==> src/rtl/core/pwl_lut_pkg.sv <==
// ----------------------------------------------------------------------------
// pwl_lut_pkg
// Shared types and constants for the piecewise-linear table lookup block.
// ----------------------------------------------------------------------------
`default_nettype none

package pwl_lut_pkg;

   // request kinds
   localparam logic KIND_LOAD   = 1'b0;
   localparam logic KIND_LOOKUP = 1'b1;

   // register index of point_count, taken from paddr[2]
   localparam logic REG_POINT_COUNT = 1'b0;

   // configuration register width
   localparam int unsigned COUNT_W = 9;

   // reset value of point_count
   localparam logic [COUNT_W-1:0] COUNT_RESET = 9'd2;

   // lookup sequencer states
   typedef enum logic [2:0] {
      ST_IDLE,
      ST_FETCH,
      ST_FIRST,
      ST_SCAN,
      ST_MUL,
      ST_DIV_GO,
      ST_DIV_WAIT,
      ST_PUSH
   } state_type;

   // divider status towards the sequencer
   typedef struct packed {
      logic busy;
      logic done;
   } div_stat_type;

endpackage

`default_nettype wire

==> src/rtl/core/pwl_lut_div.sv <==
// ----------------------------------------------------------------------------
// pwl_lut_div
// Restoring radix-2 unsigned divider, one quotient bit per cycle.
// ----------------------------------------------------------------------------
`default_nettype none

module pwl_lut_div #(
   parameter int unsigned NUM_W = 33,
   parameter int unsigned DEN_W = 16
) (
   input  wire                           clock,
   input  wire                           reset,
   input  wire                           start,
   input  wire  [NUM_W-1:0]              numerator,
   input  wire  [DEN_W-1:0]              denominator,
   output pwl_lut_pkg::div_stat_type     status,
   output logic [NUM_W-1:0]              quotient
);

   import pwl_lut_pkg::*;

   localparam int unsigned CNT_W = $clog2(NUM_W + 1);

   logic [NUM_W-1:0] quo_ff,  quo_in;
   logic [DEN_W-1:0] rem_ff,  rem_in;
   logic [DEN_W-1:0] den_ff,  den_in;
   logic [CNT_W-1:0] cnt_ff,  cnt_in;
   logic             busy_ff, busy_in;
   logic             done_ff, done_in;

   logic [DEN_W:0]   trial;
   logic [DEN_W:0]   trial_diff;
   logic             fits;

   // shift in the next numerator bit and try the subtraction
   assign trial      = {rem_ff, quo_ff[NUM_W-1]};
   assign trial_diff = trial - {1'b0, den_ff};
   assign fits       = (trial >= {1'b0, den_ff});

   // step control
   always_comb begin
      quo_in  = quo_ff;
      rem_in  = rem_ff;
      den_in  = den_ff;
      cnt_in  = cnt_ff;
      busy_in = busy_ff;
      done_in = 1'b0;
      if (start) begin
         quo_in  = numerator;
         rem_in  = '0;
         den_in  = denominator;
         cnt_in  = CNT_W'(NUM_W);
         busy_in = 1'b1;
      end else if (busy_ff) begin
         quo_in = {quo_ff[NUM_W-2:0], fits};
         rem_in = fits ? trial_diff[DEN_W-1:0] : trial[DEN_W-1:0];
         cnt_in = cnt_ff - CNT_W'(1);
         if (cnt_ff == CNT_W'(1)) begin
            busy_in = 1'b0;
            done_in = 1'b1;
         end
      end
   end

   // control registers
   always_ff @(posedge clock) begin
      if (reset) begin
         cnt_ff  <= '0;
         busy_ff <= 1'b0;
         done_ff <= 1'b0;
      end else begin
         cnt_ff  <= cnt_in;
         busy_ff <= busy_in;
         done_ff <= done_in;
      end
   end

   // datapath registers
   always_ff @(posedge clock) begin
      quo_ff <= quo_in;
      rem_ff <= rem_in;
      den_ff <= den_in;
   end

   assign status.busy = busy_ff;
   assign status.done = done_ff;
   assign quotient    = quo_ff;

endmodule

`default_nettype wire

==> config.mk <==
export PLATFORM = sky130hd
export DESIGN_NAME = pwl_lut_div
export DESIGN_NICKNAME = d
export VERILOG_FILES = /design/src/rtl/core/pwl_lut_pkg.sv /design/src/rtl/core/pwl_lut_div.sv
export SDC_FILE = /design/constraint.sdc
export NUM_CORES = 1
export LEC_CHECK = 0
export ABC_CLOCK_PERIOD_IN_PS = 2300
export BUFFER_PORTS_ARGS = -buffer_cell sky130_fd_sc_hd__buf_2
export CAP_MARGIN = 10
export CELL_PAD_IN_SITES_DETAIL_PLACEMENT = 0
export CELL_PAD_IN_SITES_GLOBAL_PLACEMENT = 1
export CORE_MARGIN = 4
export CORE_UTILIZATION = 39
export DETAILED_ROUTE_END_ITERATION = 8
export PLACE_DENSITY_LB_ADDON = 0.1
export SYNTH_ARGS = -nofsm -noshare
export SYNTH_HDL_FRONTEND = slang
export SYNTH_SLANG_ARGS = --single-unit
export TNS_END_PERCENT = 20
==> constraint.sdc <==
create_clock -name clock -period 2.3 [get_ports clock]
set_clock_uncertainty 0.15 [all_clocks]
set_input_delay 0.23 -clock clock [delete_from_list [all_inputs] [get_ports clock]]
set_output_delay 0.23 -clock clock [all_outputs]
set_load 0.01 [all_outputs]
Yosys cells after proc, flatten, opt, wreduce, memory -nomap -nowiden
Index checks and enable logic that the tools add are counted.
{"block": "word_totals", "ram_bits": 0, "output_inout_bits": 35, "romBits": 0, "n_memories": 0, "reg_bits": 73, "word_cells": 24, "latch_bits": 0, "in_bits": 52}
{"block": "op_classes", "multipliers": 0, "order_cmp": 1, "muxes": 9, "n_bitwise": 1, "n_div": 0, "shifts": 0, "n_eq_ne": 1, "reduce_logical": 3, "add_sub_neg": 2}
{"operator": "$mux 33", "n": 2}
{"operator": "$ge 17x16->1", "n": 1}
{"operator": "$mux 16", "n": 1}
{"operator": "$sub 16x16->16", "n": 1}
{"operator": "$mux 6", "n": 2}
{"operator": "$eq 6x1->1 const B", "n": 1}
{"operator": "$sub 6x1->6 const B", "n": 1}
{"operator": "$mux 1", "n": 4}
{"operator": "$reduce_or 3->1", "n": 1}
{"operator": "$reduce_bool 2->1", "n": 1}
{"operator": "$reduce_or 2->1", "n": 1}
{"operator": "$not 1->1", "n": 1}

Longest topological paths before layout
{"block": "depth", "ltp_word": 4, "mapped_depth": 10, "mapped_depth_nobuf": 9}

Worst setup path after synthesis
No wires, ideal clock.
{"block": "synth_path", "path_type": "reg2reg", "from": "register quo_ff[32] (netlist: quotient[32])", "to": "register rem_ff[14]", "path_buffers": 0, "synth_period_minus_slack_ps": 2393, "path_slack_ps": -93, "required_time_ps": 2063, "setup_time_ps": 87, "stages_incl_launch_ff": 10, "arrival_ps": 2156, "cell_sequence": "edfxtp_1 -> inv_1 -> ha_1 -> fa_1 -> nand2b_1 -> a2111oi_0 -> o21a_1 -> o32ai_1 -> xor2_1 -> o31ai_1"}
{"block": "synth_via", "elab_chain_cells": 2, "word_cells_on_any_way": 3, "cone_classes": "add/sub: 1; order compare: 1; mux: 1"}
{"item": "start: declaration", "line_no": "pwl_lut_div.sv:24", "rtl": "logic [NUM_W-1:0] quo_ff, quo_in;"}
{"item": "start signal: assignment", "line_no": "pwl_lut_div.sv:80", "rtl": "quo_ff <= quo_in;"}
{"item": "$sub 16x16->16 / $ge 17x16->1 (equally long branches)", "line_no": "pwl_lut_div.sv:37, pwl_lut_div.sv:38"}
{"item": "$mux 16 *", "line_no": "pwl_lut_div.sv:56", "rtl": "rem_in = fits ? trial_diff[DEN_W-1:0] : trial[DEN_W-1:0];"}
{"item": "end signal: assignment", "line_no": "pwl_lut_div.sv:81", "rtl": "rem_ff <= rem_in;"}
{"item": "end: declaration", "line_no": "pwl_lut_div.sv:25", "rtl": "logic [DEN_W-1:0] rem_ff, rem_in;"}
Every way passes the cells marked *; elsewhere a longest branch is shown, timed or not.
A chain may end at the register's enable or synchronous reset.

Worst setup path after layout
{"block": "layout_path", "from": "register den_ff[1]", "to": "register quo_ff[0] (netlist: quotient[0]), data pin"}
{"block": "layout_via", "elab_chain_cells": 3}
{"item": "start: declaration", "line_no": "pwl_lut_div.sv:26", "rtl": "logic [DEN_W-1:0] den_ff, den_in;"}
{"item": "start signal: assignment", "line_no": "pwl_lut_div.sv:82", "rtl": "den_ff <= den_in;"}
{"item": "$ge 17x16->1", "line_no": "pwl_lut_div.sv:38", "rtl": "assign fits = (trial >= {1'b0, den_ff});"}
{"item": "$mux 33", "line_no": "pwl_lut_div.sv:54", "rtl": "end else if (busy_ff) begin"}
{"item": "$mux 33", "line_no": "pwl_lut_div.sv:48", "rtl": "if (start) begin"}
{"item": "named net quo_in[0]", "line_no": "pwl_lut_div.sv:24"}
The timed path passes the listed nets, and every way through them passes these cells. The select of a mux whose other input is x is not followed.

==> impl_metrics.json <==
{
  "slew_headroom": 0.582,
  "clkSinkCount": 73,
  "syn_nets": 435,
  "fp-row-count": 36,
  "tightest_slew_ns": 0.625,
  "worstPathRequired_ns": 2.26,
  "worst-path-buf-inv": 1,
  "syn_area_um2": 4050,
  "die_y_um": 110,
  "hold_start": "numerator[14]",
  "firstDrtPassIters": 4,
  "cts_max_level": 3,
  "synthCells": 364,
  "cp_data_arrival_time_ns": 2.45,
  "coreArea_um2": 9950,
  "endpoint_kind": "flop",
  "maxUsedRoutingLayer": "met4",
  "drt-initial-drc-count": 140,
  "hold_viol_final": 0,
  "hpwl_mm": 7.88,
  "synth_area_leaders": "edfxtp_1, dfxtp_1, mux2_2",
  "max_stage_delay_ns": 0.47,
  "crit_chain": "inv_2 -> ha_4 -> nor2b_4 -> o2111ai_4 -> a2111oi_4 -> o31ai_4 -> nand2_2 -> mux2_4",
  "grt_pass1_wl_mm": 17.1,
  "status": "finished, violations left",
  "min_period_ns": 2.49,
  "crit_family": "compound AO/OA/AOI/OAI gates",
  "yosysUniqueCellTypes": 63,
  "postSynthAreaPerCell_um2": 11.1,
  "r2r_slack_ns": -0.19,
  "timing.setup.tns_ns": -2.09,
  "met1_length_mm": 5.05,
  "synth-edff-count": 49,
  "dr_wl_met2_mm": 5.03,
  "cts_tree": "done",
  "utilization": 0.574,
  "cts_buffers": 9,
  "async_reset_ff_frac": 0,
  "grt_start_max_net_pins": 34,
  "fp.dieArea_um2": 12100,
  "portBuffers": 86,
  "place_congestion": 0.860,
  "grt_overflow": 0,
  "critPathKind": "flop to flop",
  "finalNonFillerCells": 670,
  "final_nets": 603,
  "drv_slew": 0,
  "ant_nets": 0,
  "fmax_mhz": 401,
  "crit_path_top_delay_cell": "o31ai_4",
  "wl_met3_um": 638,
  "start_util": 0.407,
  "drc": 0,
  "setup_viol": 17,
  "rsz0062_at_grt": "yes",
  "place_inst": 633,
  "routed_wl_mm": 10.9,
  "cellLeakagePower_nw": 2.40,
  "clk_path_buf_depth": 2,
  "grt_pass1_vias": 3487,
  "die_width_um": 110,
  "drive_gt1_frac": 0.469,
  "root_buffer": "clkbuf_8",
  "crit_start": "den_ff[1]",
  "yosys_warnings": 0,
  "yosysSeqAreaShare": 0.482,
  "syn_to_final_growth_pct": 41.0,
  "cellPowerDensity_nw_per_um2": 615,
  "num_vias": 3399,
  "hold_path_class": "primary input to flop",
  "maxCapViolCount": 0,
  "fin_ws_ns": -0.192,
  "r2r-start": "den_ff[1]",
  "synth_top_area_frac": 0.363,
  "routed_via_density": 5.07,
  "synth_seq_cells": 73,
  "antenna_cells": 0,
  "vdd_drop_max_mv": 0.419,
  "dominantRegCellSynth": "edfxtp_1",
  "clock_latency_ns": 0.35,
  "start_kind": "flop",
  "layout_common_cells": "buf_2, buf_4, edfxtp_1, mux2_2, nor2_1",
  "synth_largest_area_cell": "edfxtp_1",
  "fin_crit_sh": 1.08,
  "post-place-ws_ns": -0.239,
  "routedWlPerCell_um": 16.2,
  "violations": "setup timing",
  "final_common_cell": "buf_2",
  "worst-path-max-fanout": 7,
  "clk_pin_slew_ns": 0.08,
  "grt.total_usage": 0.185,
  "ioPinCount": 87,
  "fill_cells": 894,
  "antenna_found_initial": 0
}
[timing repair]
action                                  in CTS  in global routing
endpoints found under the setup margin      17                 17
gates resized for setup                     17                 23
pin swaps                                    9                 19
hold endpoints to repair                    22                  0
hold buffers                                17                  0
setup buffers                                3                  2
[cell families (layout without fill, tap and decap cells)]
| group | after synthesis | in the layout | synth area share |
|---|---|---|---|
| and+or+nand+nor | 97 | 97 | 0.118 |
| AOI/OAI and AO/OA | 80 | 80 | 0.157 |
| DFF | 73 | 73 | 0.482 |
| buffers and inverters | 43 | 216 | 0.0497 |
| muxes | 35 | 35 | 0.0966 |
| adders and majority gates | 19 | 19 | 0.0605 |
| xor gates and xnor gates | 17 | 17 | 0.0367 |
[flip-flops by register name, indices dropped and copies added (netlist names)]
name,cells
busy_ff,1
cnt_ff,6
den_ff,16
done_ff,1
quotient,33
rem_ff,16
[worst paths after layout]
path / end / cells after the start
worst max-delay path: quotient[0] / 8
worst min-delay path: quotient[14] / 2
worst max register to register: quotient[0] / 8
worst min register to register: cnt_ff[1] / 2
[Yosys cell counts, drive strengths merged, types with 5 or more instances]
cell,n
edfxtp,49
mux2,33
nor2,30
nand2,25
dfxtp,24
inv,24
ha,18
o21ai,18
a21oi,14
buf,12
xnor2,9
nand3,8
xor2,8
a311oi,7
clkbuf,7
nor3,7
nand4,6
and2,5
[cell type report]
type                    count  area, um2  share of cell area
flip-flops and latches     73       1950               0.342
clock inverters             6       83.8              0.0147
clock buffers              10        128              0.0223
inverters                  24       90.1              0.0158
repair buffers            176       1170               0.205
multi-input cells         248       2120               0.371
well taps                 133        166              0.0291
[per-layer routing]
layer	global-route usage	vias up
li1	-	1685
met1	0.256	1612
met2	0.278	90
met3	0.0482	12
met4	0.0668	0
met5	0	-
[report_power, final]
part | total [mW] | internal [mW] | switching (mW)
combinational | 0.830 | 0.416 | 0.414
sequential | 1.58 | 1.52 | 0.0544
clock | 1.11 | 0.606 | 0.502
total | 3.52 | 2.55 | 0.970
[metrics by stage]
stage | cell area, um2 | total power, mW | hold WS (ns)
2_1_floorplan | 4080 | 2.02 | 0.179
3_3_place_gp | 5090 | 2.35 | 0.256
3_5_place_dp | 5090 | 2.35 | 0.258
4_1_cts | 5590 | 3.52 | 0.00590
5_1_grt | 5720 | 3.69 | 0.0104
6_report | 5720 | 3.52 | 0.0262
(Power assumes the default switching activity.)
